File: config.mk
export PLATFORM = sky130hd
export DESIGN_NAME = lc_presence_qualifier
export DESIGN_NICKNAME = d
export VERILOG_FILES = /design/src/sv/lcpq_pkg.sv /design/src/sv/lcpq_cfg_regs.sv /design/src/sv/lcpq_update.sv /design/src/sv/lc_presence_qualifier.sv
export SDC_FILE = /design/constraint.sdc
export NUM_CORES = 1
export LEC_CHECK = 0
export BUFFER_PORTS_ARGS = -buffer_cell sky130_fd_sc_hd__buf_2
export CORE_AREA = 2 2 87 131
export DETAILED_ROUTE_END_ITERATION = 10
export DIE_AREA = 0 0 89 133
export PLACE_DENSITY = 0.8
export REMOVE_ABC_BUFFERS = 1
export SYNTH_ARGS = -nofsm -noshare
export SYNTH_HDL_FRONTEND = slang
export SYNTH_SLANG_ARGS = --single-unit
File: constraint.sdc
create_clock -name aclk -period 5.7 [get_ports aclk]
set_input_delay 0.57 -clock aclk [delete_from_list [all_inputs] [get_ports aclk]]
set_output_delay 0.57 -clock aclk [all_outputs]
set_load 0.005 [all_outputs]
File: src/sv/lcpq_pkg.sv
// ----------------------------------------------------------------------------
// LC presence qualifier package
// Shared widths, register indexes, reset values and item types.
// ----------------------------------------------------------------------------
package lcpq_pkg;

    localparam int LCPQ_CH_W      = 3;
    localparam int LCPQ_CNT_W     = 8;
    localparam int LCPQ_TRIG_W    = 6;
    localparam int LCPQ_REP_W     = 3;
    localparam int LCPQ_HOLD_W    = 8;
    localparam int LCPQ_USE_W     = 4;
    localparam int LCPQ_CFG_IDX_W = 2;
    localparam int LCPQ_CFG_DATA_W = 8;

    localparam int LCPQ_CHANNELS = 8;
    localparam int LCPQ_CH_SPAN  = 2 ** LCPQ_CH_W;

    localparam logic [LCPQ_CFG_IDX_W-1:0] REG_TRIGGER_LEVEL   = 2'd0;
    localparam logic [LCPQ_CFG_IDX_W-1:0] REG_REPEAT_NEEDED   = 2'd1;
    localparam logic [LCPQ_CFG_IDX_W-1:0] REG_HOLD_TIME       = 2'd2;
    localparam logic [LCPQ_CFG_IDX_W-1:0] REG_CHANNELS_IN_USE = 2'd3;

    localparam logic [LCPQ_TRIG_W-1:0] TRIGGER_LEVEL_RST   = 6'd37;
    localparam logic [LCPQ_REP_W-1:0]  REPEAT_NEEDED_RST   = 3'd5;
    localparam logic [LCPQ_HOLD_W-1:0] HOLD_TIME_RST       = 8'd180;
    localparam logic [LCPQ_USE_W-1:0]  CHANNELS_IN_USE_RST = 4'd0;

    typedef struct packed {
        logic [LCPQ_TRIG_W-1:0] trigger_level;
        logic [LCPQ_REP_W-1:0]  repeat_needed;
        logic [LCPQ_HOLD_W-1:0] hold_time;
        logic [LCPQ_USE_W-1:0]  channels_in_use;
    } cfg_t;

    typedef struct packed {
        logic [LCPQ_CH_W-1:0]  channel;
        logic [LCPQ_CNT_W-1:0] pulse_count;
    } in_item_t;

    typedef struct packed {
        logic                   accepted;
        logic [LCPQ_HOLD_W-1:0] hold_value;
        logic                   active;
        logic [LCPQ_REP_W-1:0]  run_length;
    } out_item_t;

endpackage

File: src/sv/lcpq_cfg_regs.sv
// ----------------------------------------------------------------------------
// LC presence qualifier configuration registers
// Write-only register file for threshold, repeat limit, hold time and
// enabled channel count.
// ----------------------------------------------------------------------------
module lcpq_cfg_regs
    import lcpq_pkg::*;
(
    input  logic                       aclk,
    input  logic                       aresetn,
    input  logic                       cfg_wr_en,
    input  logic [LCPQ_CFG_IDX_W-1:0]  cfg_index,
    input  logic [LCPQ_CFG_DATA_W-1:0] cfg_wr_data,
    output cfg_t                       cfg
);

    cfg_t cfg_reg;
    cfg_t cfg_next;

    always_comb begin
        cfg_next = cfg_reg;
        if (cfg_wr_en) begin
            unique case (cfg_index)
                REG_TRIGGER_LEVEL: begin
                    cfg_next.trigger_level = cfg_wr_data[LCPQ_TRIG_W-1:0];
                end
                REG_REPEAT_NEEDED: begin
                    cfg_next.repeat_needed = cfg_wr_data[LCPQ_REP_W-1:0];
                end
                REG_HOLD_TIME: begin
                    cfg_next.hold_time = cfg_wr_data[LCPQ_HOLD_W-1:0];
                end
                REG_CHANNELS_IN_USE: begin
                    cfg_next.channels_in_use = cfg_wr_data[LCPQ_USE_W-1:0];
                end
            endcase
        end
    end

    always_ff @(posedge aclk) begin
        if (!aresetn) begin
            cfg_reg.trigger_level   <= TRIGGER_LEVEL_RST;
            cfg_reg.repeat_needed   <= REPEAT_NEEDED_RST;
            cfg_reg.hold_time       <= HOLD_TIME_RST;
            cfg_reg.channels_in_use <= CHANNELS_IN_USE_RST;
        end else begin
            cfg_reg <= cfg_next;
        end
    end

    assign cfg = cfg_reg;

endmodule

File: src/sv/lcpq_update.sv
// ----------------------------------------------------------------------------
// LC presence qualifier channel update
// Per-channel hold and run counters with a combinational read-modify-write
// of the addressed channel, written back on commit.
// ----------------------------------------------------------------------------
module lcpq_update
    import lcpq_pkg::*;
#(
    parameter int CHANNELS = LCPQ_CHANNELS
) (
    input  logic      aclk,
    input  logic      aresetn,
    input  cfg_t      cfg,
    input  logic      commit,
    input  in_item_t  item,
    output out_item_t result
);

    localparam int DEPTH = (CHANNELS < LCPQ_CH_SPAN) ? CHANNELS : LCPQ_CH_SPAN;
    localparam int IDX_W = (DEPTH > 1) ? $clog2(DEPTH) : 1;
    localparam logic [LCPQ_CH_W:0] DEPTH_LIM = DEPTH[LCPQ_CH_W:0];

    logic [LCPQ_HOLD_W-1:0] hold_count_reg [DEPTH];
    logic [LCPQ_REP_W-1:0]  low_run_reg    [DEPTH];

    logic [IDX_W-1:0]       idx;
    logic                   enabled;
    logic [LCPQ_HOLD_W-1:0] hold_cur;
    logic [LCPQ_HOLD_W-1:0] hold_dec;
    logic [LCPQ_HOLD_W-1:0] hold_next;
    logic [LCPQ_REP_W-1:0]  run_cur;
    logic [LCPQ_REP_W-1:0]  run_inc;
    logic [LCPQ_REP_W-1:0]  run_next;

    assign idx     = item.channel[IDX_W-1:0];
    assign enabled = ({1'b0, item.channel} < {{(LCPQ_CH_W + 1 - LCPQ_USE_W){1'b0}},
                                              cfg.channels_in_use})
                     && ({1'b0, item.channel} < DEPTH_LIM);

    always_comb begin
        hold_cur  = hold_count_reg[idx];
        run_cur   = low_run_reg[idx];
        hold_dec  = (hold_cur != '0) ? hold_cur - 1'b1 : hold_cur;
        run_inc   = run_cur + 1'b1;
        hold_next = hold_dec;
        run_next  = run_cur;
        priority if (item.pulse_count >= {2'b00, cfg.trigger_level}) begin
            run_next = '0;
        end else if (run_cur < cfg.repeat_needed) begin
            run_next = run_inc;
            if (run_inc == cfg.repeat_needed) begin
                hold_next = cfg.hold_time;
            end
        end
    end

    always_comb begin
        if (enabled) begin
            result.accepted   = 1'b1;
            result.hold_value = hold_next;
            result.active     = (hold_next != '0);
            result.run_length = run_next;
        end else begin
            result = '0;
        end
    end

    always_ff @(posedge aclk) begin
        if (!aresetn) begin
            for (int i = 0; i < DEPTH; i++) begin
                hold_count_reg[i] <= '0;
                low_run_reg[i]    <= '0;
            end
        end else if (commit && enabled) begin
            hold_count_reg[idx] <= hold_next;
            low_run_reg[idx]    <= run_next;
        end
    end

endmodule

File: src/sv/lc_presence_qualifier.sv
// ----------------------------------------------------------------------------
// LC presence qualifier
// Per-channel presence qualification of LC sensor oscillation counts.
// ----------------------------------------------------------------------------
// Takes one item per clock while s_ready is high and returns one result per
// item. The item is registered at acceptance; when the input stage advances,
// the addressed channel's counters are read, updated and written back while the
// result is loaded into the output register that drives m_valid. A result held
// by m_ready low stalls the input only once the input register is also full.
// Items on the same channel may follow each other directly.
// Channels at or above channels_in_use, or at or above CHANNELS, return a result
// with accepted low and all other fields zero. Configuration is written
// through cfg_wr_en/cfg_index/cfg_wr_data while no item is in flight.
module lc_presence_qualifier
    import lcpq_pkg::*;
#(
    parameter int CHANNELS = LCPQ_CHANNELS
) (
    input  logic                       aclk,
    input  logic                       aresetn,
    input  logic                       cfg_wr_en,
    input  logic [LCPQ_CFG_IDX_W-1:0]  cfg_index,
    input  logic [LCPQ_CFG_DATA_W-1:0] cfg_wr_data,
    input  logic                       s_valid,
    output logic                       s_ready,
    input  in_item_t                   s_data,
    output logic                       m_valid,
    input  logic                       m_ready,
    output out_item_t                  m_data
);

    cfg_t      cfg;
    out_item_t result;

    logic      in_valid_reg;
    logic      in_valid_next;
    in_item_t  in_item_reg;
    logic      m_valid_reg;
    logic      m_valid_next;
    out_item_t m_data_reg;
    logic      advance;
    logic      commit;

    lcpq_cfg_regs u_cfg (
        .aclk        (aclk),
        .aresetn     (aresetn),
        .cfg_wr_en   (cfg_wr_en),
        .cfg_index   (cfg_index),
        .cfg_wr_data (cfg_wr_data),
        .cfg         (cfg)
    );

    lcpq_update #(
        .CHANNELS (CHANNELS)
    ) u_update (
        .aclk    (aclk),
        .aresetn (aresetn),
        .cfg     (cfg),
        .commit  (commit),
        .item    (in_item_reg),
        .result  (result)
    );

    assign advance = !m_valid_reg || m_ready;
    assign commit  = in_valid_reg && advance;
    assign s_ready = !in_valid_reg || advance;

    assign in_valid_next = s_ready ? s_valid : in_valid_reg;
    assign m_valid_next  = advance ? in_valid_reg : m_valid_reg;

    always_ff @(posedge aclk) begin
        if (!aresetn) begin
            in_valid_reg <= 1'b0;
            m_valid_reg  <= 1'b0;
        end else begin
            in_valid_reg <= in_valid_next;
            m_valid_reg  <= m_valid_next;
        end
    end

    always_ff @(posedge aclk) begin
        if (s_valid && s_ready) begin
            in_item_reg <= s_data;
        end
        if (commit) begin
            m_data_reg <= result;
        end
    end

    assign m_valid = m_valid_reg;
    assign m_data  = m_data_reg;

`ifndef SYNTH
    a_ready_when_out_empty: assert property (@(posedge aclk) disable iff (!aresetn)
        !m_valid_reg |-> s_ready)
        else $error("input stalled while output stage is empty");

    a_accept_loads_stage: assert property (@(posedge aclk) disable iff (!aresetn)
        (s_valid && s_ready) |=> in_valid_reg)
        else $error("accepted item not held in input stage");

    a_reject_zero_fields: assert property (@(posedge aclk) disable iff (!aresetn)
        (m_valid && !m_data.accepted) |->
            (m_data.hold_value == '0 && m_data.run_length == '0 && !m_data.active))
        else $error("rejected item carries nonzero fields");

    a_active_matches_hold: assert property (@(posedge aclk) disable iff (!aresetn)
        m_valid |-> (m_data.active == (m_data.hold_value != '0)))
        else $error("active flag disagrees with hold value");
`endif

endmodule
After elaboration in Yosys (flattened, before gate mapping)
Memory sizes are Yosys's and may differ from the RTL's. A register that Yosys moved wholly into a read port is not among the register bits.
Index checks and enable logic that the tools add are counted.
Widths: inputs -> output; s select.
Word-level totals
  logic and storage cells: 58
  register bits after elaboration: 47
  bits in writable memories: 88
  memories kept: 2
Operators by class
  muxes and demuxes: 19
  add/subtract/negate cells: 2
  equal/unequal tests: 4
  order comparisons: 3
  reductions and logical operators: 16
Memory list
  u_update.hold_count_reg: depth 8, width 8, rd ports 1, clocked after Yosys merged registers in 1, write ports 8, RTL line lcpq_update.sv:23  | logic [LCPQ_HOLD_W-1:0] hold_count_reg [DEPTH];
  u_update.low_run_reg: depth 8, width 3, rd ports 1, clocked after Yosys merged registers in 1, write ports 8, RTL line lcpq_update.sv:24  | logic [LCPQ_REP_W-1:0] low_run_reg [DEPTH];
Operators with widths (count)
  $mux 8: 5
  $mux 3: 7
  $reduce_bool 8->1: 2
  $mux 13: 1
  $ge 8x6->1: 1
  $reduce_and 2->1: 4
  $reduce_or 8->1: 1
  $sub 8x1->8 const B: 1
  $mux 1: 6
  $eq 2x2->1 const B: 2
  $lt 3x4->1: 1
  $add 3x1->3 const B: 1
  $eq 3x3->1: 1
  $logic_and 1x1->1: 3
  $lt 3x3->1: 1
  $reduce_or 3->1: 1
  $eq 2x1->1 const B: 1
  $logic_not 1->1: 2
  $logic_not 2->1: 1
  $logic_or 1x1->1: 2

Depth between registers and ports, before layout
Gate-level depths: netlist of run 1.
  word-level depth: 9
  depth in mapped cells: 14
  depth with buffers taken out: 10

Hierarchy
A second synthesis of run 1 with hierarchy kept.
Unflattened totals
  cell total of the unflattened synthesis: 518
  area, all modules: 6462.4 sq um
Modules (own cells, without submodules)
  lcpq_update: cells each 401, instances 1, area each 4797.1 sq um
  lcpq_cfg_regs: cells each 84, instances 1, area each 840.8 sq um
  lc_presence_qualifier: cells each 33, instances 1, area each 824.5 sq um

Worst setup path before layout of run 1
Ideal clock, no wire load.
  path type: register -> register
  start: reg (tool-made name)
  end: reg m_data_reg, in the netlist m_data[3], data pin
  cell stages (with the launch flop): 13
  arrival time: 3847 ps
  period minus slack after synthesis: 4130 ps
  slack: 1570 ps
  setup time: 283 ps
  path buffers: 3
  cells stage by stage: dfxtp_1 buf_6 buf_1 mux4_2 mux2_2 ha_1 nor2b_1 o21ai_0 nor4bb_1 and3_1 buf_2 mux2i_2 a41oi_2
RTL lines
  end signal: assignment: RTL line lc_presence_qualifier.sv:86  | m_data_reg <= result;
  end: declaration: RTL line lc_presence_qualifier.sv:40  | out_item_t m_data_reg;

==> impl_metrics.py, run 1 <==
metrics = {
    "status": {
        "run_status": "complete, no violations",
    },
    "cells_and_area": {
        "final_util_pct": 66.27,
        "diodes": 0,
        "layout_common_cells": "edfxtp_1, nor2_1, nand2_1",
        "fillers": 805,
        "multi_input_area_sq_um": 2207,
        "largest_reg_flops": 64,
        "seqCellArea_sq_um": 3884,
        "drive_above_1_share_pct": 22.56,
        "nets": 559,
        "syn_to_final_growth_pct": 14.53,
        "layout_commonest_cell": "edfxtp_1",
        "fin_area_sq_um": 7171,
        "final-instance-count-excl-fill": 679,
    },
    "timing": {
        "max_freq_ghz": 0.2425,
        "setup-tns-final_ps": 0,
        "period_needed_ps": 4124,
        "skew_ps": 7.527,
        "finalSetupViolations": 0,
        "finalHoldViolCount": 0,
        "drv_slew": 0,
        "max_slew_margin_pct": 16.25,
        "period_share_pct": 72.34,
        "tightest_slew_ps": 1254,
        "rsz0062_at_grt": "no",
    },
    "floorplan": {
        "coreArea_sq_um": 10820,
        "dieArea_sq_um": 11840,
        "rows": 47,
        "start_util_pct": 57.86,
        "fp.dieH_um": 133,
        "ioPinCount": 41,
        "die_x_um": 89,
    },
    "job": {
        "drv_cap": 0,
    },
    "yosys": {
        "synth_seq_cells": 138,
        "synth_seq_area_share_pct": 62.03,
        "synth_top_cell_by_area": "edfxtp_1",
        "synth_area_leaders": "edfxtp_1, dfxtp_1, mux4_2, nor2_1, ha_1",
        "synth_flop_cell": "edfxtp_1",
        "synth-edff-count": 112,
        "yosys_warnings": 0,
        "avgSynthCellArea_sq_um": 13.07,
        "syn_inst": 479,
        "synth-async-reset-ratio_pct": 0,
        "yosysUniqueCellTypes": 53,
        "yosysTopAreaCellShare_pct": 53.72,
        "syn-cell-area_sq_um": 6261,
    },
    "place": {
        "globalplace.congestion": 0.9392,
        "dpl_cell_area_sq_um": 6573,
        "place_inst": 647,
        "io_buffers": 40,
        "dp_hpwl_um": 9714,
    },
    "clock_tree": {
        "clk_pin_slew_ps": 60,
        "cts_tree": "done",
        "postCtsHoldBufs": 0,
        "cts_htree_levels": 4,
        "clk_latency_ps": 430,
        "cts_resized": 0,
        "cts-root-buf": "clkbuf_16",
        "cts_buffers": 17,
        "postCtsSetupBuffers": 0,
        "cts_buffer_depth": 2,
        "cts_sinks": 138,
    },
    "power": {
        "total_power_uw": 2575,
        "ir_worst_vdd_uv": 263.5,
        "leakage_uw": 0.002721,
        "power.density_nw_per_um2": 359.2,
    },
    "routing": {
        "wirelength_um": 14900,
        "drc": 0,
        "vias": 4083,
        "drtIter0Drc": 357,
        "ant_nets": 0,
        "post_drt_wl_per_cell_um": 21.94,
        "firstDrtPassIters": 5,
        "via_per_inst": 6.013,
    },
    "min_path": {
        "hold_class": "in2reg",
        "hold_start": "s_data[7]",
    },
    "setup_path": {
        "critPathKind": "reg2reg",
        "start_kind": "flop",
        "crit_chain": "mux4_2 > mux2_2 > ha_1 > nor2b_1 > o21ai_0 > nor4bb_1 > and3_1 > mux2i_2 > a41oi_2",
        "arrival_ps": 4270,
        "cp_max_fo": 12,
        "required_ps": 5840,
        "critPathSlowestCell": "mux2i_2",
        "endpoint_kind": "flop",
        "cpPeakStageDelay_ps": 600,
    },
    "global_routing": {
        "grt_overflow": 0,
        "antenna_found_initial": 0,
        "grt_max_degree": 34,
        "grt_usage_pct": 27.46,
        "grt_first_pass_wirelength_um": 22870,
        "grt_pass1_vias": 4354,
    },
}
[area by class of cell]
cell class              count  area share [%]
inverters                  16          0.8375
flip-flops and latches    138           54.16
multi-input cells         301           30.78
clock buffers              25           7.660
well taps                 147           2.565
clock inverters             7          0.6805
repair buffers             45           3.315
[cell families after synthesis]
| kind of cell | synth area share [%] |
|---|---|
| compound gates | 5.036 |
| xor+xnor | 1.399 |
| fa+ha+maj | 2.798 |
| buf+inv | 2.718 |
| flops | 62.03 |
| mux | 12.03 |
| simple gates | 13.99 |
[worst max-delay path, delay by kind of cell (launching register included)]
kind | cells | cell delay [ps]
simple gates | 3 | 1180
mux | 3 | 1440
fa+ha+maj | 1 | 270
flops | 1 | 490
compound gates | 2 | 450
[routing by layer]
metal / up-vias / wire length (um) / global-route usage [%]
li1: 1811 / - / -
met1: 1985 / 5048 / 30.96
met2: 214 / 7803 / 44.82
met3: 73 / 1026 / 6.114
met4: 0 / 1018 / 19.49
met5: - / 0 / 0
[cell usage after synthesis, drive strengths merged (5+ instances only)]
cell and instances:
inv 16, edfxtp 112, buf 8, nor2b 15
mux2 10, ha 14, nor2 107, mux2i 13
mux4 22, a21oi 5, nand3 9, clkbuf 16
dfxtp 26, nand2 42, xnor2 8
[per-stage QoR]
stage | hold slack (ps) | worst slack [ps]
final | 316.3 | 1576
after global routing | 313.0 | 1300
after CTS | 310.0 | 1604
after detailed placement | 476.7 | 1625
after global placement | 462.3 | 1778
after floorplan | 438.4 | 1523
[final timing paths]
kind	slack (ps)	depth (start not counted)	end
worst min register to register	480	2	u_cfg.cfg[15]
worst max-delay path	1580	9	m_data[3]
worst max register to register	1580	9	m_data[3]
worst min-delay path	320	1	in_item_reg[7]
[power by group]
part / switching (uW) / internal [uW]
sequential: 19.2 / 1130
clock: 422 / 671
combinational: 204 / 124
No activity file was read; power rests on OpenSTA's default activity.
==> inputs of run 2 (changes only) <==
--- a/config.mk
+++ b/config.mk
@@ -5,10 +5,11 @@
 export SDC_FILE = /design/constraint.sdc
 export NUM_CORES = 1
 export LEC_CHECK = 0
+export ABC_AREA = 1
 export BUFFER_PORTS_ARGS = -buffer_cell sky130_fd_sc_hd__buf_2
-export CORE_AREA = 2 2 87 131
+export CORE_AREA = 2 2 91 136
 export DETAILED_ROUTE_END_ITERATION = 10
-export DIE_AREA = 0 0 89 133
+export DIE_AREA = 0 0 93 138
 export PLACE_DENSITY = 0.8
 export REMOVE_ABC_BUFFERS = 1
 export SYNTH_ARGS = -nofsm -noshare
==> constraint.sdc (replaced) <==
create_clock -name aclk -period 3.8 [get_ports aclk]
set_input_delay 0.38 -clock aclk [delete_from_list [all_inputs] [get_ports aclk]]
set_output_delay 0.38 -clock aclk [all_outputs]
set_load 0.005 [all_outputs]
==> run 2 against run 1 <==
First-iteration DRC count is 81% higher. Sequential share of layout area is 4.2 points lower. Maximum frequency is 18% higher. Wire length is 18% higher. Worst hold slack worse by 180 ps. Critical endpoint is now m_data[9]. Largest power group is now clock. Highest routed layer unchanged.
==> impl_metrics.py, run 2 <==
metrics = {
    "cells_and_area": {
        "final_util_pct": 66.06,
        "largest_reg_flops": 64,
        "nets": 839,
        "drive_above_1_share_pct": 15.76,
        "fin_area_sq_um": 7776,
        "diodes": 0,
        "final-instance-count-excl-fill": 965,
        "fillers": 931,
        "layout_common_cells": "nand2_1, nor2_1, edfxtp_1",
        "layout_commonest_cell": "nand2_1",
        "syn_to_final_growth_pct": 13.50,
    },
    "power": {
        "ir_worst_vdd_uv": 401.1,
        "power.density_nw_per_um2": 537.6,
        "leakage_uw": 0.003396,
    },
    "yosys": {
        "synth_area_leaders": "edfxtp_1, nand2_1, dfxtp_1, nor2_1, inv_1",
        "synth-async-reset-ratio_pct": 0,
        "syn-cell-area_sq_um": 6852,
        "yosys_warnings": 0,
        "synth_top_cell_by_area": "edfxtp_1",
        "synth_seq_area_share_pct": 56.68,
        "synth_flop_cell": "edfxtp_1",
        "synth-edff-count": 112,
        "post-synth-top-count-cell": "nand2_1",
        "yosysTopAreaCellShare_pct": 49.09,
        "yosysUniqueCellTypes": 38,
        "synth_seq_cells": 138,
        "syn_inst": 760,
        "synth_common_cells": "nand2_1, nor2_1, edfxtp_1",
        "avgSynthCellArea_sq_um": 9.015,
    },
    "floorplan": {
        "die_x_um": 93,
        "fp.dieH_um": 138,
        "dieArea_sq_um": 12830,
        "coreArea_sq_um": 11770,
        "ioPinCount": 41,
        "rows": 49,
        "start_util_pct": 58.21,
    },
    "place": {
        "dp_hpwl_um": 11960,
        "place_inst": 933,
        "globalplace.congestion": 1.030,
        "dpl_cell_area_sq_um": 7117,
        "io_buffers": 40,
        "post-place-ws_ps": 376.5,
    },
    "min_path": {
        "hold_class": "in2reg",
    },
    "routing": {
        "firstDrtPassIters": 6,
        "drc": 0,
        "vias": 5552,
        "ant_nets": 0,
        "drtIter0Drc": 645,
        "via_per_inst": 5.753,
        "post_drt_wl_per_cell_um": 18.28,
        "wirelength_um": 17640,
    },
    "global_routing": {
        "grt_pass1_vias": 5588,
        "antenna_found_initial": 0,
        "grt_overflow": 0,
        "grt_max_degree": 44,
        "grt_first_pass_wirelength_um": 28010,
        "grt_usage_pct": 29.06,
    },
    "clock_tree": {
        "cts_buffers": 17,
        "cts_htree_levels": 4,
        "cts_buffer_depth": 2,
        "cts_resized": 0,
        "cts_tree": "done",
        "clk_latency_ps": 420,
        "clk_pin_slew_ps": 60,
        "cts-root-buf": "clkbuf_16",
        "postCtsSetupBuffers": 0,
        "postCtsHoldBufs": 0,
        "cts_sinks": 138,
    },
    "timing": {
        "drv_slew": 0,
        "finalWorstSetupSlack_ps": 303.6,
        "finalHoldViolCount": 0,
        "tightest_slew_ps": 1031,
        "rsz0062_at_grt": "no",
        "period_share_pct": 92.01,
        "skew_ps": 8.824,
        "setup-tns-final_ps": 0,
        "max_slew_margin_pct": 30.95,
        "max_freq_ghz": 0.2860,
        "period_needed_ps": 3496,
        "finalSetupViolations": 0,
    },
    "setup_path": {
        "arrival_ps": 3650,
        "cpPeakStageDelay_ps": 480,
        "required_ps": 3960,
        "endpoint_kind": "flop",
        "crit_chain": "buf_4 > o21ai_0 > o22ai_1 > inv_1 > o21ai_0 > ha_1 > xor2_1 > nor3_2 > nand3_4 > nand3_1 > and2_1 > nor2_2",
        "cp_max_fo": 12,
        "start_kind": "flop",
        "critPathMostFrequentCell": "o21ai_0",
        "critPathSlowestCell": "dfxtp_1",
        "critPathKind": "reg2reg",
    },
    "job": {
        "drv_cap": 0,
    },
    "status": {
        "run_status": "complete, no violations",
    },
}
==> run 2: power breakdown <==
group | switching (uW) | internal, uW
Combinational | 432 | 164
Sequential | 29.6 | 1710
Clock | 618 | 1230
==> run 2: cells by family after synthesis <==
| group | synth area share (%) |
|---|---|
| buf+inv | 9.149 |
| xor+xnor | 0.1279 |
| compound gates | 6.172 |
| fa+ha+maj | 2.557 |
| simple gates | 25.31 |
| flops | 56.68 |
==> run 2: critical path: cells and delay by family (launching register included) <==
| family | cells | cell delay, ps |
|---|---|---|
| and+or+nand+nor | 5 | 1250 |
| AOI/OAI and AO/OA | 3 | 670 |
| DFF | 1 | 480 |
| adders and majority gates | 1 | 350 |
| buffers and inverters | 2 | 300 |
| xor gates and xnor gates | 1 | 170 |
==> run 2: path summary, 6_finish.rpt <==
| path | start | endpoint | slack, ps | cells past startpoint |
|---|---|---|---|---|
| worst max-delay path | flop | m_data[9] | 300 | 12 |
| worst min register to register | u_cfg.cfg[0] | u_cfg.cfg[0] | 450 | 2 |
| worst min-delay path | s_data[7] | in_item_reg[7] | 130 | 1 |
| worst max register to register | flop | m_data[9] | 300 | 12 |
==> run 2: stage by stage <==
| stage | total power, uW | hold slack (ps) |
|---|---|---|
| 6_report | 4180 | 134.9 |
| 5_1_grt | 4303 | 123.5 |
| 2_1_floorplan | 2141 | 419.7 |
| 3_5_place_dp | 2345 | 452.6 |
| 4_1_cts | 4171 | 123.2 |
| 3_3_place_gp | 2317 | 441.0 |
==> run 2: per-layer routing <==
| metal | GRT usage [%] | part of all wire, % |
|---|---|---|
| met2 | 51.64 | 53 |
| met3 | 6.158 | 7.4 |
| met5 | 0 | 0 |
| met1 | 30.61 | 33 |
| met4 | 18.19 | 6.5 |
==> run 2: area by class of cell <==
| class | count | area, sq um | area share (%) |
|---|---|---|---|
| clock inverters | 12 | 222.7 | 2.864 |
| clock buffers | 20 | 436.7 | 5.615 |
| inverters | 109 | 417.9 | 5.374 |
| multi-input cells | 482 | 2341 | 30.10 |
| repair buffers | 51 | 282.8 | 3.636 |
| flip-flops and latches | 138 | 3884 | 49.94 |
| well taps | 153 | 191.4 | 2.462 |
==> inputs of run 3 (changes only) <==
--- a/config.mk
+++ b/config.mk
@@ -7,11 +7,13 @@
 export LEC_CHECK = 0
 export ABC_AREA = 1
 export BUFFER_PORTS_ARGS = -buffer_cell sky130_fd_sc_hd__buf_2
-export CORE_AREA = 2 2 91 136
+export CORE_AREA = 2 2 89 134
 export DETAILED_ROUTE_END_ITERATION = 10
-export DIE_AREA = 0 0 93 138
-export PLACE_DENSITY = 0.8
+export DIE_AREA = 0 0 91 136
+export PLACE_DENSITY = 0.81
 export REMOVE_ABC_BUFFERS = 1
+export SETUP_SLACK_MARGIN = 0.5
 export SYNTH_ARGS = -nofsm -noshare
 export SYNTH_HDL_FRONTEND = slang
+export SYNTH_HIERARCHICAL = 1
 export SYNTH_SLANG_ARGS = --single-unit
==> run 3 against run 2 <==
Clock power is 9.7% lower. Clock skew is 2.2 ps lower. Setup slack better by 280 ps. Flip-flop and latch count is 3 lower. Combinational power is 14% lower. Largest cell class unchanged. Sequential power is 2% lower. Maximum frequency is 8.8% higher. Via count is 0.63% lower.
==> impl_metrics.py, run 3 <==
metrics = {
    "global_routing": {
        "grt_max_degree": 32,
        "grt_first_pass_wirelength_um": 26580,
        "antenna_found_initial": 0,
        "grt_use_met1_pct": 28.71,
        "grt.busiest_layer": "met2",
        "grt_overflow": 0,
        "grt_use_met3_pct": 5.432,
        "grt_pass1_vias": 5393,
        "grt_usage_pct": 28.81,
        "use_met2_pct": 52.84,
    },
    "yosys": {
        "syn-cell-area_sq_um": 6641,
        "yosysUniqueCellTypes": 38,
        "synth_seq_cells": 135,
        "synth_top_cell_by_area": "edfxtp_1",
        "yosys_warnings": 6,
        "synth_flop_cell": "edfxtp_1",
        "synth_seq_area_share_pct": 57.57,
        "yosysTopAreaCellShare_pct": 50.64,
        "avgSynthCellArea_sq_um": 8.727,
        "post-synth-top-count-cell": "nand2_1",
        "synth_common_cells": "nand2_1, nor2_1, edfxtp_1",
        "syn_inst": 761,
        "synth_area_leaders": "edfxtp_1, nand2_1, nor2_1, dfxtp_1, inv_1",
        "synth-edff-count": 112,
        "synth-async-reset-ratio_pct": 0,
    },
    "setup_path": {
        "required_ps": 3970,
        "endpoint_kind": "flop",
        "cp_max_fo": 20,
        "critPathKind": "reg2reg",
        "start_kind": "flop",
        "arrival_ps": 3380,
    },
    "routing": {
        "wirelength_um": 17210,
        "post_drt_wl_per_cell_um": 17.58,
        "vias": 5517,
        "drtIter0Drc": 527,
        "drc": 0,
        "firstDrtPassIters": 6,
        "via_per_inst": 5.635,
        "ant_nets": 0,
    },
    "place": {
        "globalplace.congestion": 1.011,
        "post-place-ws_ps": 433.9,
        "dp_hpwl_um": 11900,
        "io_buffers": 40,
        "dpl_cell_area_sq_um": 6938,
    },
    "cells_and_area": {
        "fin_area_sq_um": 7712,
        "nets": 856,
        "largest_reg_flops": 64,
        "layout_commonest_cell": "nand2_1",
        "drive_above_1_share_pct": 17.13,
        "layout_common_cells": "nand2_1, nor2_1, edfxtp_1",
        "syn_to_final_growth_pct": 16.13,
        "diodes": 0,
    },
    "timing": {
        "rsz0062_at_grt": "yes",
        "tightest_slew_ps": 586.4,
        "period_needed_ps": 3214,
        "period_share_pct": 84.57,
        "finalWorstSetupSlack_ps": 586.2,
        "skew_ps": 6.616,
        "max_slew_margin_pct": 60.76,
        "finalSetupViolations": 0,
        "worst_hold_slack_ps": 135.4,
        "finalHoldViolCount": 0,
        "drv_slew": 0,
        "max_freq_ghz": 0.3112,
        "setup-tns-final_ps": 0,
    },
    "floorplan": {
        "coreArea_sq_um": 11290,
        "die_x_um": 91,
        "rows": 48,
        "ioPinCount": 41,
        "fp.dieH_um": 136,
        "start_util_pct": 58.82,
        "dieArea_sq_um": 12380,
    },
    "status": {
        "run_status": "complete, no violations",
    },
    "clock_tree": {
        "cts_htree_levels": 4,
        "clk_pin_slew_ps": 60,
        "cts_tree": "done",
        "postCtsHoldBufs": 0,
        "cts_sinks": 135,
        "clk_latency_ps": 420,
        "cts-root-buf": "clkbuf_16",
        "cts_buffers": 17,
        "cts_buffer_depth": 2,
    },
    "power": {
        "total_power_uw": 3884,
        "ir_worst_vdd_uv": 424.2,
        "power.density_nw_per_um2": 503.6,
        "leakage_uw": 0.003510,
    },
    "min_path": {
        "hold_class": "in2reg",
    },
    "job": {
        "drv_cap": 0,
    },
}
## run 3: what timing repair did
item | in CTS | in global routing
gates cloned | 0 | 0
setup endpoints to repair | 61 | 161
pin swaps | 1 | 2
buffers inserted | 6 | 7
gates resized for setup | 2 | 19
## run 3: power by group
part | total, uW | switching, uW | internal, uW
clock network | 1670 | 599 | 1070
registers | 1700 | 28.9 | 1670
logic | 516 | 365 | 151
total | 3880 | 994 | 2890
## run 3: worst max-delay path, stage by stage, from the launching register on
cell and delay [ps]:
edfxtp_1 500, buf_6 230, nand2_1 90, inv_1 80, a221oi_2 250, nand4_1 200
buf_4 190, ha_1 290, a21oi_1 150, nand3_1 100, nor2_2 130, nand3_4 150
nand3_1 140, nand2_1 130, nor2_1 110, nand2_1 70, nor2_1 100, nor2_1 40
## run 3: final timing paths
kind	from	to	slack, ps	depth (start not counted)
worst max-delay path	in_item_reg[8]	m_data[3]	590	17
worst min-delay path	s_data[6]	in_item_reg[6]	140	1
worst max register to register	in_item_reg[8]	m_data[3]	590	17
worst min register to register	u_cfg/cfg[9]	u_cfg/cfg[9]	480	2
## run 3: layout make-up
type / instances / area, sq um
fillers: 856 / 3578
clock inverters: 11 / 147.6
well taps: 150 / 187.7
inverters: 109 / 416.7
repair buffers: 62 / 376.6
flip-flops and latches: 135 / 3824
multi-input cells: 491 / 2300
clock buffers: 21 / 460.4
## run 3: through the flow
step / util, % / instances
after floorplan: - / 735
after global placement: 61.45 / 934
after detailed placement: 61.45 / 934
after CTS: 67.29 / 972
after global routing: 68.31 / 979
final: 68.31 / 979
## run 3: cells by family after synthesis
kind of cell / Yosys count / synth area share [%]
AND/OR/NAND/NOR: 453 / 28.62
buffers and inverters: 135 / 8.591
flip-flops: 135 / 57.57
AO/OA/AOI/OAI: 21 / 2.186
adder cells (fa/ha/maj): 14 / 2.638
XOR/XNOR: 3 / 0.3957
## run 3: routing by layer
layer | vias to the layer above | share of wire [%]
met5 | - | 0
met3 | 82 | 6.6
met4 | 0 | 7.4
li1 | 2532 | -
met2 | 326 | 54
met1 | 2577 | 32
